### src/edidvp_pkg.sv
// Package for the EDID base block checker/patcher.
// Holds the request/response payload types, the running state type and the status codes.
// No dependencies.
package edidvp_pkg;

   localparam int unsigned BLOCK_BYTES = 128;
   localparam int unsigned POS_W       = 7;

   localparam logic [POS_W-1:0] LAST_POS    = 7'(BLOCK_BYTES - 1);
   localparam logic [POS_W-1:0] EXT_CNT_POS = 7'(BLOCK_BYTES - 2);
   localparam logic [POS_W-1:0] HDR_POS_FIRST_FF = 7'd1;
   localparam logic [POS_W-1:0] HDR_POS_LAST_FF  = 7'd6;
   localparam logic [POS_W-1:0] HDR_POS_TAIL     = 7'd7;

   localparam logic [7:0] HDR_BYTE_ZERO = 8'h00;
   localparam logic [7:0] HDR_BYTE_FF   = 8'hFF;

   // check_status codes
   localparam logic [2:0] STAT_OK        = 3'd0;
   localparam logic [2:0] STAT_CKSUM_BAD = 3'd1;
   localparam logic [2:0] STAT_BYTE0_BAD = 3'd2;
   localparam logic [2:0] STAT_FF_BAD    = 3'd3;
   localparam logic [2:0] STAT_BYTE7_BAD = 3'd4;

   typedef struct packed {
      logic       block_start;
      logic [7:0] byte_value;
   } req_type;

   typedef struct packed {
      logic [POS_W-1:0] byte_index;
      logic [7:0]       patched_byte;
      logic             block_done;
      logic [2:0]       check_status;
   } rsp_type;

   typedef struct packed {
      logic [POS_W-1:0] position;
      logic [7:0]       raw_sum;
      logic [7:0]       patched_sum;
      logic [2:0]       header_fault;
   } state_type;

endpackage

### src/edidvp_step.sv
// Per-byte step of the EDID checker/patcher: patch, running sums, header check, status.
// Pure combinational; uses edidvp_pkg types and constants.
module edidvp_step (
   input  edidvp_pkg::state_type cur_state,
   input  edidvp_pkg::req_type   req,
   output edidvp_pkg::state_type nxt_state,
   output edidvp_pkg::rsp_type   rsp
);

   edidvp_pkg::state_type eff;
   logic [7:0]            patched;
   logic [2:0]            fault;
   logic [2:0]            hdr_fault;
   logic [7:0]            new_raw;
   logic                  done;

   always_comb begin
      // start flag restarts the block on this byte
      if (req.block_start) begin
         eff = '0;
      end else begin
         eff = cur_state;
      end

      if (eff.position == edidvp_pkg::EXT_CNT_POS) begin
         patched = 8'h00;
      end else if (eff.position == edidvp_pkg::LAST_POS) begin
         patched = 8'h00 - eff.patched_sum;
      end else begin
         patched = req.byte_value;
      end

      fault = edidvp_pkg::STAT_OK;
      if (eff.position == '0) begin
         if (req.byte_value != edidvp_pkg::HDR_BYTE_ZERO) fault = edidvp_pkg::STAT_BYTE0_BAD;
      end else if (eff.position >= edidvp_pkg::HDR_POS_FIRST_FF &&
                   eff.position <= edidvp_pkg::HDR_POS_LAST_FF) begin
         if (req.byte_value != edidvp_pkg::HDR_BYTE_FF) fault = edidvp_pkg::STAT_FF_BAD;
      end else if (eff.position == edidvp_pkg::HDR_POS_TAIL) begin
         if (req.byte_value != edidvp_pkg::HDR_BYTE_ZERO) fault = edidvp_pkg::STAT_BYTE7_BAD;
      end

      // first fault seen sticks
      hdr_fault = (eff.header_fault == edidvp_pkg::STAT_OK) ? fault : eff.header_fault;
      new_raw   = eff.raw_sum + req.byte_value;
      done      = (eff.position == edidvp_pkg::LAST_POS);

      rsp.byte_index   = eff.position;
      rsp.patched_byte = patched;
      rsp.block_done   = done;
      if (!done) begin
         rsp.check_status = edidvp_pkg::STAT_OK;
      end else if (new_raw != 8'h00) begin
         rsp.check_status = edidvp_pkg::STAT_CKSUM_BAD;
      end else begin
         rsp.check_status = hdr_fault;
      end

      if (done) begin
         nxt_state = '0;
      end else begin
         nxt_state.position     = eff.position + 7'd1;
         nxt_state.raw_sum      = new_raw;
         nxt_state.patched_sum  = eff.patched_sum + patched;
         nxt_state.header_fault = hdr_fault;
      end
   end

endmodule

### src/edid_block_validate_and_patch.sv
// Top level of the EDID base block checker/patcher: state registers and output register.
// Depends on edidvp_pkg and edidvp_step.
//
//   port group   dir   payload                       handshake
//   req_*        in    edidvp_pkg::req_type          req_valid / req_stall
//   rsp_*        out   edidvp_pkg::rsp_type          rsp_valid / rsp_stall
//
// One request per cycle while req_stall is low; each request gives its response in the cycle after acceptance.
// The running sums and header fault live in one register set updated on every accepted byte.
// Reset clears the position, sums, fault and the response valid flag; no clearing pass.
// req_stall is high only while a response is held and rsp_stall is high.
module edid_block_validate_and_patch (
   input  logic                clock,
   input  logic                reset,
   input  logic                req_valid,
   output logic                req_stall,
   input  edidvp_pkg::req_type req_data,
   output logic                rsp_valid,
   input  logic                rsp_stall,
   output edidvp_pkg::rsp_type rsp_data
);

   edidvp_pkg::state_type state_ff, state_in;
   edidvp_pkg::rsp_type   rsp_data_ff, step_rsp;
   logic                  rsp_valid_ff, rsp_valid_in;
   logic                  accept;

   edidvp_step u_step (
      .cur_state (state_ff),
      .req       (req_data),
      .nxt_state (state_in),
      .rsp       (step_rsp)
   );

   assign req_stall    = rsp_valid_ff & rsp_stall;
   assign accept       = req_valid & ~req_stall;
   assign rsp_valid_in = accept | (rsp_valid_ff & rsp_stall);

   always_ff @(posedge clock) begin
      if (reset) begin
         state_ff     <= '0;
         rsp_valid_ff <= 1'b0;
      end else begin
         rsp_valid_ff <= rsp_valid_in;
         if (accept) state_ff <= state_in;
      end
   end

   always_ff @(posedge clock) begin
      if (accept) rsp_data_ff <= step_rsp;
   end

   assign rsp_valid = rsp_valid_ff;
   assign rsp_data  = rsp_data_ff;

   a_status_only_when_done: assert property (@(posedge clock) disable iff (reset)
      rsp_valid_ff && !rsp_data_ff.block_done |-> rsp_data_ff.check_status == edidvp_pkg::STAT_OK)
      else $error("status set on a byte that does not end the block");

   a_done_at_last: assert property (@(posedge clock) disable iff (reset)
      rsp_valid_ff |-> rsp_data_ff.block_done == (rsp_data_ff.byte_index == edidvp_pkg::LAST_POS))
      else $error("block_done does not match the last byte position");

   a_wrap_after_done: assert property (@(posedge clock) disable iff (reset)
      accept && step_rsp.block_done |=> state_ff == '0)
      else $error("state not cleared after the last byte");

   a_start_is_byte0: assert property (@(posedge clock) disable iff (reset)
      accept && req_data.block_start |=> rsp_data_ff.byte_index == '0)
      else $error("start flag did not resync the byte counter");

endmodule
### config.mk
export PLATFORM = sky130hd
export DESIGN_NAME = edid_block_validate_and_patch
export DESIGN_NICKNAME = d
export VERILOG_FILES = /design/src/edidvp_pkg.sv /design/src/edidvp_step.sv /design/src/edid_block_validate_and_patch.sv
export SDC_FILE = /design/constraint.sdc
export NUM_CORES = 1
export LEC_CHECK = 0
export ABC_AREA = 1
export BUFFER_PORTS_ARGS = -buffer_cell sky130_fd_sc_hd__buf_2
export CAP_MARGIN = 40
export CORE_ASPECT_RATIO = 1.75
export CORE_MARGIN = 2
export CORE_UTILIZATION = 50
export CTS_BUF_LIST = sky130_fd_sc_hd__clkbuf_16
export DETAILED_ROUTE_END_ITERATION = 12
export PLACE_DENSITY = 0.73
export SETUP_SLACK_MARGIN = 0.1
export SLEW_MARGIN = 20
export SYNTH_ARGS = -nofsm -noshare
export SYNTH_HDL_FRONTEND = slang
export SYNTH_SLANG_ARGS = --single-unit
### constraint.sdc
create_clock -name clock -period 8.9 [get_ports clock]
set_input_delay 1.78 -clock clock [delete_from_list [all_inputs] [get_ports clock]]
set_output_delay 1.78 -clock clock [all_outputs]
set_load 0.02 [all_outputs]
* Yosys cells after proc, flatten, opt, wreduce, memory -nomap -nowiden
Index checks and enable logic that the tools add are counted.
Word-level totals: memories kept 0, ROM bits 0, input bits 13, output and inout port bits 21, bits in registers 46, memory bits (writable) 0, latch bits 0
Operators by class: reduce and logical (&&, ||, !) cells 6, add/subtract/negate cells 4, multiply operators 0, shift-type cells 0, bitwise logic cells 5, equality and inequality tests 4, divide/modulo/power cells 0, muxes and demuxes 12, magnitude comparators 2
Operators with widths (number):
- two-way mux 26 bit | 2
- adder 8 bit | 2
- two-way mux 8 bit | 2
- nonzero test 8 bit | 2
- two-way mux 3 bit | 5
- == test 7 bit, second input constant | 2
- != test 8 bit, second input constant | 1
- subtractor 1 x 8 -> 8 bit, first input constant | 1
- adder 7 x 1 -> 7 bit, second input constant | 1
- == test 7 x 3 -> 1 bit, second input constant | 1
- greater-or-equal comparator 7 x 1 -> 1 bit, second input constant | 1
- <= comparator 7 x 3 -> 1 bit, second input constant | 1
- zero test 7 bit | 1
- two-way mux 2 bit | 2
- zero test 3 bit | 1
- AND 1 bit | 2
- NOT 1 bit | 2
- OR reduction 2 bit | 1
- logical AND 1 bit | 1
- two-way mux 1 bit | 1
- bitwise OR 1 bit | 1

* Longest topological paths before layout
Gate-level depths: netlist of run 1.
depth in word-level cells 7, gate-level depth with buffers 19, gate-level depth less buffers 19

* Modules after synthesis
A second synthesis of run 1 with hierarchy kept.
Unflattened totals: cells, all modules 481, area total of the unflattened synthesis 3525.9 um2
Modules (own cells, without submodules):
- edid_block_validate_and_patch | seq. area each 1111.1 um2, cells each 195, area an instance 1941.9 um2, times used 1
- edidvp_step | seq. area each 0.0 um2, cells each 286, area an instance 1584.0 um2, times used 1

* Least setup slack after synthesis of run 1
OpenSTA, ideal clock, no wires.
path kind input to register, start input port req_data[8] (netlist name), end register state_ff[9] (netlist name), buffers on the path 1, setup slack 4.768 ns, required time 8.768 ns, stages 17, arrival 4.000 ns, cell sequence inv_4 > nand3_1 > nor2_4 > nand2_4 > inv_2 > buf_2 > o21ai_0 > a21oi_1 > ha_1 > inv_1 > fa_1 > o21ai_0 > a21oi_1 > o21bai_1 > a21oi_1 > o21ai_0 > a21oi_1
RTL lines:
- start, declared | line edid_block_validate_and_patch.sv:17 | input edidvp_pkg::req_type req_data,
- end signal, assigned | line edid_block_validate_and_patch.sv:45 | if (accept) state_ff <= state_in;
- end, declared | line edid_block_validate_and_patch.sv:23 | edidvp_pkg::state_type state_ff, state_in;

==> run_results.csv, run 1 <==
group,metric,value,unit
run_status,outcome,"finished clean",
clocking,numCtsBuffers,5,
worst_setup_path,cp_max_fo,17,
worst_setup_path,cp_num_buf_inv,4,
floorplanning,core_area,5540,sq um
hold_path,hold_path_class,"flop to flop",
global_routing,grt_max_degree,30,
layout,syn2layout_area_growth,12.42,%
global_routing,antenna_found_initial,0,
worst_setup_path,r2r_start,"state_ff[19]",
placed_design,post-place-ws,3906,ps
clocking,cts_setup_buffers,0,
routing,vias,2620,
placed_design,gp_congestion,0.9104,
floorplanning,rows,36,
layout,nFillCells,520,
worst_setup_path,r2r-end,"state_ff[9]",
logic_synthesis,seq_area_frac_synth,0.3869,
worst_setup_path,crit_cells,17,
sta,finalSetupViolations,0,
power_and_ir_drop,power,509.9,uW
routing,viasPerCell,5.380,
logic_synthesis,synthTopCellsByArea,"edfxtp_1 (20%), dfxtp_1 (19%), nand2_1 (8.8%)",
layout,num_antenna_cells,0,
worst_setup_path,cp_slowest_cell,"fa_1",
sta,hold_violations,0,
logic_synthesis,synth_top_area_cell,"edfxtp_1",
worst_setup_path,crit_family,"compound AO/OA/AOI/OAI gates",
floorplanning,die_area,6389,sq um
logic_synthesis,syn_area,2872,sq um
hold_path,min_from,"state_ff[15]",
placed_design,numPortBuffers,33,
clocking,cts_root_buf,"clkbuf_16",
sta,relSlewSlack,0.4332,
floorplanning,initial_core_util,0.5183,
global_routing,grt_first_pass_wirelength,10.90,mm
placed_design,place_hpwl,4.991,mm
clocking,post_cts_resized,0,
floorplanning,ioPinCount,34,
logic_synthesis,synthCells,379,
logic_synthesis,synth_top_area_frac,0.1987,
power_and_ir_drop,vdd_drop_max,93.54,uV
sta,timing.final.crit_period,4708,ps
placed_design,placed_cells,479,
placed_design,postPlaceCellArea,3090,sq um
global_routing,gr-total-overflow,0,
sta,timing.final.ws_setup,4192,ps
logic_synthesis,synth_edf_count,19,
logic_synthesis,yosysWarningCount,0,
routing,dr.pass1.iters,4,
routing,drc,0,
layout,drive_above_1_share,0.1509,
clocking,cts_buffer_depth,2,
clocking,clock_sinks,46,
global_routing,grt.total_usage,0.2275,
routing,wirelength,6.741,mm
worst_setup_path,crit_required,9050,ps
flow_run,drv_cap,0,
logic_synthesis,syn_avg_cell_area,7.577,sq um
hold_path,whs_path_depth,2,
floorplanning,dieHeight,104.3,um
clocking,insertion_delay,290,ps
layout,layout_common_cells,"inv_1 (67), nand2_1 (67), nor2_1 (38), a21oi_1 (38), buf_2 (33)",
worst_setup_path,ff2ff_path_depth,15,
sta,slew_violations,0,
sta,rsz0062_at_grt,"false",
clocking,cts_hold_buffers,0,
clocking,clk_pin_slew,60,ps
worst_setup_path,worst_path_most_repeated_cell,"a21oi_1",
layout,fin_nets,441,
worst_setup_path,worst-r2r-setup-slack,5710,ps
logic_synthesis,ys_types,44,
sta,fin_tns_setup,0,ps
routing,wl_per_cell,13.84,um
worst_setup_path,crit_arrival,4860,ps
floorplanning,die_x,61.29,um
worst_setup_path,crit_chain,"buf_2, inv_4, nand3_1, nor2_4, nand2_4, inv_2, o21ai_0, a21oi_1, ha_1, inv_1, fa_1, o21ai_0, a21oi_1, o21bai_1, a21oi_1, o21ai_0, a21oi_1",
worst_setup_path,critPathKind,"primary input to flop",
layout,layoutNonFillerInstCount,487,
worst_setup_path,critPathMaxStageDelay,410,ps
clocking,htreeDepth,2,
clocking,tritoncts,"done",
sta,fmax,212.4,MHz
hold_path,worst_hold_path.endpoint,"state_ff[15]",
sta,fin_worst_skew,5.344,ps
logic_synthesis,ys.flop_type,"dfxtp_1",
power_and_ir_drop,power.density,158.0,nW/um^2
global_routing,grt_pass1_vias,2499,
logic_synthesis,async_flop_share,0,
power_and_ir_drop,p_leak,0.001608,uW
layout,finalInstanceArea,3228,sq um
routing,ant_nets,0,
sta,tightest_slew,849.3,ps
worst_setup_path,cp-end-kind,"flop",
logic_synthesis,synth_seq_cells,46,
logic_synthesis,synth_fp_nets,410,
worst_setup_path,start_kind,"primary input",
routing,drt_first_iter_violations,147,
sta,post-route-period-util,0.5290,
## state kept, by name, summed over array words and instances (netlist names)
signal / count
rsp_data: 19
state_ff: 26
rsp_valid: 1
## worst max path at each step
stage	from	to
6_report	req_data[8]	state_ff[9]
3_5_place_dp	req_data[8]	state_ff[9]
2_1_floorplan	req_data[8]	state_ff[9]
5_1_grt	req_data[8]	state_ff[9]
4_1_cts	req_data[8]	state_ff[9]
3_3_place_gp	req_data[8]	state_ff[9]
## final cells by class
cell class | instances | area [sq um] | area share
Clock buffer | 5 | 125.1 | 0.03876
Clock inverter | 3 | 12.51 | 0.003876
Inverter | 69 | 261.5 | 0.08101
Multi-Input combinational cell | 254 | 1450 | 0.4492
Sequential cell | 46 | 1111 | 0.3442
Tap cell | 76 | 95.09 | 0.02946
Timing Repair Buffer | 34 | 172.7 | 0.05349
## power by group
group / switching (uW) / internal, uW
Combinational: 61.6 / 32.1
Clock: 76.8 / 102
Sequential: 5.63 / 232
Total: 144 / 366
## worst reg2reg max path, delay by kind of cell (launching register included)
kind / cells / cell delay (ps)
AOI/OAI and AO/OA: 8 / 1190
adders and majority gates: 2 / 680
buffers and inverters: 2 / 300
DFF: 1 / 430
and+or+nand+nor: 3 / 460
## cell families after synthesis
kind of cell	Yosys count	share of synthesized area
flip-flops	46	0.3869
AO/OA/AOI/OAI	70	0.1434
buffers and inverters	79	0.1089
AND/OR/NAND/NOR	156	0.2466
adder cells (fa/ha/maj)	18	0.08366
XOR/XNOR	10	0.03050
## per-stage QoR
stage	hold slack [ps]	util
6_report	465.5	0.5827
3_3_place_gp	452.9	0.5578
3_5_place_dp	457.1	0.5578
4_1_cts	466.8	0.5827
2_1_floorplan	445.3	-
5_1_grt	487.4	0.5827
## Yosys cell counts, types with 2 or more instances
| cell | n |
|---|---|
| o22ai_1 | 2 |
| nand4_1 | 6 |
| a311oi_1 | 3 |
| nand2_2 | 6 |
| nand2_1 | 67 |
| nor4_1 | 2 |
| inv_1 | 66 |
| buf_2 | 2 |
| edfxtp_1 | 19 |
| nand3_1 | 20 |
| nor3_1 | 3 |
| a21o_1 | 2 |
| a211oi_1 | 3 |
| xnor2_1 | 4 |
| nor2_1 | 39 |
| xor2_1 | 6 |
| inv_2 | 2 |
| a21oi_1 | 38 |
| clkbuf_1 | 5 |
| a2bb2oi_1 | 2 |
| o21bai_1 | 2 |
| fa_1 | 2 |
| nor2_2 | 4 |
| o211ai_1 | 2 |
| o21ai_0 | 10 |
| dfxtp_1 | 27 |
| ha_1 | 16 |
| nand3_2 | 3 |
## routing by layer
metal  vias up  share of wire  global-route usage
met1      1218           0.39              0.2510
li1       1301              -                   -
met5         -              0                   0
met4         0          0.042              0.1366
met2        80           0.53              0.3815
met3        21          0.041             0.04104
No activity file was read; power rests on OpenSTA's default activity.
==> run 2: changes to the inputs <==
--- a/config.mk
+++ b/config.mk
@@ -13,7 +13,7 @@
 export CORE_UTILIZATION = 50
 export CTS_BUF_LIST = sky130_fd_sc_hd__clkbuf_16
 export DETAILED_ROUTE_END_ITERATION = 12
-export PLACE_DENSITY = 0.73
+export PLACE_DENSITY = 0.76
 export SETUP_SLACK_MARGIN = 0.1
 export SLEW_MARGIN = 20
 export SYNTH_ARGS = -nofsm -noshare
==> constraint.sdc (replaced) <==
create_clock -name clock -period 4.2 [get_ports clock]
set_input_delay 0.84 -clock clock [delete_from_list [all_inputs] [get_ports clock]]
set_output_delay 0.84 -clock clock [all_outputs]
set_load 0.02 [all_outputs]
==> run_results.csv, run 2 (synthesis results as in run 1) <==
group,metric,value,unit
placed_design,post-place-ws,207.1,ps
power_and_ir_drop,vdd_drop_max,169.7,uV
worst_setup_path,cp_max_fo,15,
routing,vias,2570,
sta,relSlewSlack,0.6139,
clocking,htreeDepth,2,
global_routing,grt_use_met3,0.03234,
global_routing,grt_first_pass_wirelength,11.00,mm
routing,wirelength,6.759,mm
placed_design,place_hpwl,4.969,mm
sta,tightest_slew,575.3,ps
power_and_ir_drop,p_leak,0.001634,uW
worst_setup_path,cp-end-kind,"flop",
worst_setup_path,ff2ff_path_depth,14,
worst_setup_path,crit_required,4350,ps
global_routing,gr-total-overflow,0,
clocking,clk_pin_slew,60,ps
layout,seqCellArea,1111,sq um
run_status,outcome,"finished clean",
worst_setup_path,critPathKind,"primary input to flop",
worst_setup_path,r2r_start,"state_ff[19]",
sta,finalSetupViolations,0,
floorplanning,initial_core_util,0.5183,
floorplanning,die_x,61.29,um
clocking,post_cts_resized,0,
placed_design,placed_cells,482,
layout,num_antenna_cells,0,
layout,layout_commonest_cell,"nand2_1",
routing,drc,0,
routing,dr.pass1.iters,5,
clocking,numCtsBuffers,5,
global_routing,antenna_found_initial,0,
routing,ant_nets,0,
hold_path,min_from,"state_ff[18]",
sta,fmax,267.4,MHz
floorplanning,ioPinCount,34,
global_routing,met2_usage,0.3913,
clocking,insertion_delay,290,ps
layout,largest_register,"state_ff",
floorplanning,core_area,5540,sq um
clocking,clock_sinks,46,
layout,largest_reg_flops,26,
flow_run,drv_cap,0,
sta,rsz0062_at_grt,"false",
hold_path,hold_path_class,"flop to flop",
floorplanning,dieHeight,104.3,um
power_and_ir_drop,power,1154,uW
worst_setup_path,start_kind,"primary input",
hold_path,worst_hold_path.endpoint,"state_ff[18]",
global_routing,grt.busiest_layer,"met2",
layout,nFillCells,515,
sta,slew_violations,0,
routing,wl_per_cell,13.79,um
clocking,cts_root_buf,"clkbuf_16",
clocking,cts_setup_buffers,0,
sta,timing.final.ws_setup,460.3,ps
global_routing,gr-usage-met1,0.2601,
worst_setup_path,r2r-end,"state_ff[9]",
hold_path,whs_path_depth,2,
routing,viasPerCell,5.245,
routing,drt_first_iter_violations,128,
clocking,cts_buffer_depth,2,
sta,fin_worst_skew,3.668,ps
layout,fin_nets,444,
placed_design,gp_congestion,0.8998,
global_routing,grt_max_degree,30,
floorplanning,rows,36,
sta,timing.final.crit_period,3740,ps
global_routing,grt_pass1_vias,2435,
clocking,tritoncts,"done",
layout,drive_above_1_share,0.1618,
global_routing,grt.total_usage,0.2288,
sta,fin_tns_setup,0,ps
floorplanning,die_area,6389,sq um
worst_setup_path,crit_arrival,3890,ps
sta,post-route-period-util,0.8904,
placed_design,numPortBuffers,33,
layout,layout_common_cells,"nand2_1 (67), inv_1 (66), nor2_1 (38), a21oi_1 (38), buf_2 (33)",
sta,hold_violations,0,
clocking,cts_hold_buffers,0,
power_and_ir_drop,power.density,352.0,nW/um^2
layout,layoutNonFillerInstCount,490,
layout,multi_input_area,1450,sq um
worst_setup_path,worst-r2r-setup-slack,1120,ps
layout,syn2layout_area_growth,14.16,%
run 2: changes by cell type in the layout (fill, tap and decap cells not counted), sizes merged:
cell,previous run,this run
bufinv,0,1
buf,34,37
inv,70,69
run 2: per-layer routing:
metal	part of all wire	wire (um)
met1	0.38	2548
met2	0.54	3675
met3	0.033	224
met4	0.046	311
met5	0	0
run 2: area by class of cell:
type                       instances  share of cell area
tap                               76             0.02901
clock inverter                     3             0.01221
inverter                          69             0.07977
sequential                        46              0.3389
multi-input combinational        254              0.4424
clock buffer                       5             0.03817
timing repair buffer              37             0.05954
run 2: worst max path at each step:
stage / start / to / slack (ps) / cells past startpoint
2_1_floorplan: req_data[8] / state_ff[9] / 1010 / 17
3_3_place_gp: req_data[8] / state_ff[9] / 310 / 17
3_5_place_dp: req_data[8] / state_ff[9] / 210 / 17
4_1_cts: req_data[8] / state_ff[9] / 500 / 17
5_1_grt: req_data[8] / state_ff[9] / 160 / 17
6_report: req_data[8] / state_ff[9] / 460 / 17
run 2: metrics by stage:
step | instance area (sq um) | util | hold WS, ps
global placement | 3113 | 0.5619 | 454.1
global route | 3278 | 0.5917 | 482.8
detailed placement | 3113 | 0.5619 | 455.6
CTS | 3278 | 0.5917 | 466.5
floorplan | 2872 | - | 445.3
finish | 3278 | 0.5917 | 464.8
run 2: power by group:
group          leakage [uW]  switching [uW]  internal, uW  total [uW]
logic               0.00114             132          70.3         203
registers          0.000409            11.7           492         504
clock network     0.0000836             169           279         448
total               0.00163             313           841        1150
run 2: worst max-delay path: stages:
cell and delay (ps):
buf_2 210, inv_4 140, buf_4 200, nand2_1 130
nor2_1 200, nand2_4 110, inv_2 200, nor2_1 70
nor3_1 350, inv_1 120, fa_1 470, o21ai_0 320
a21oi_1 120, o21bai_1 170, a21oi_1 90, o21ai_0 80
a21oi_1 80
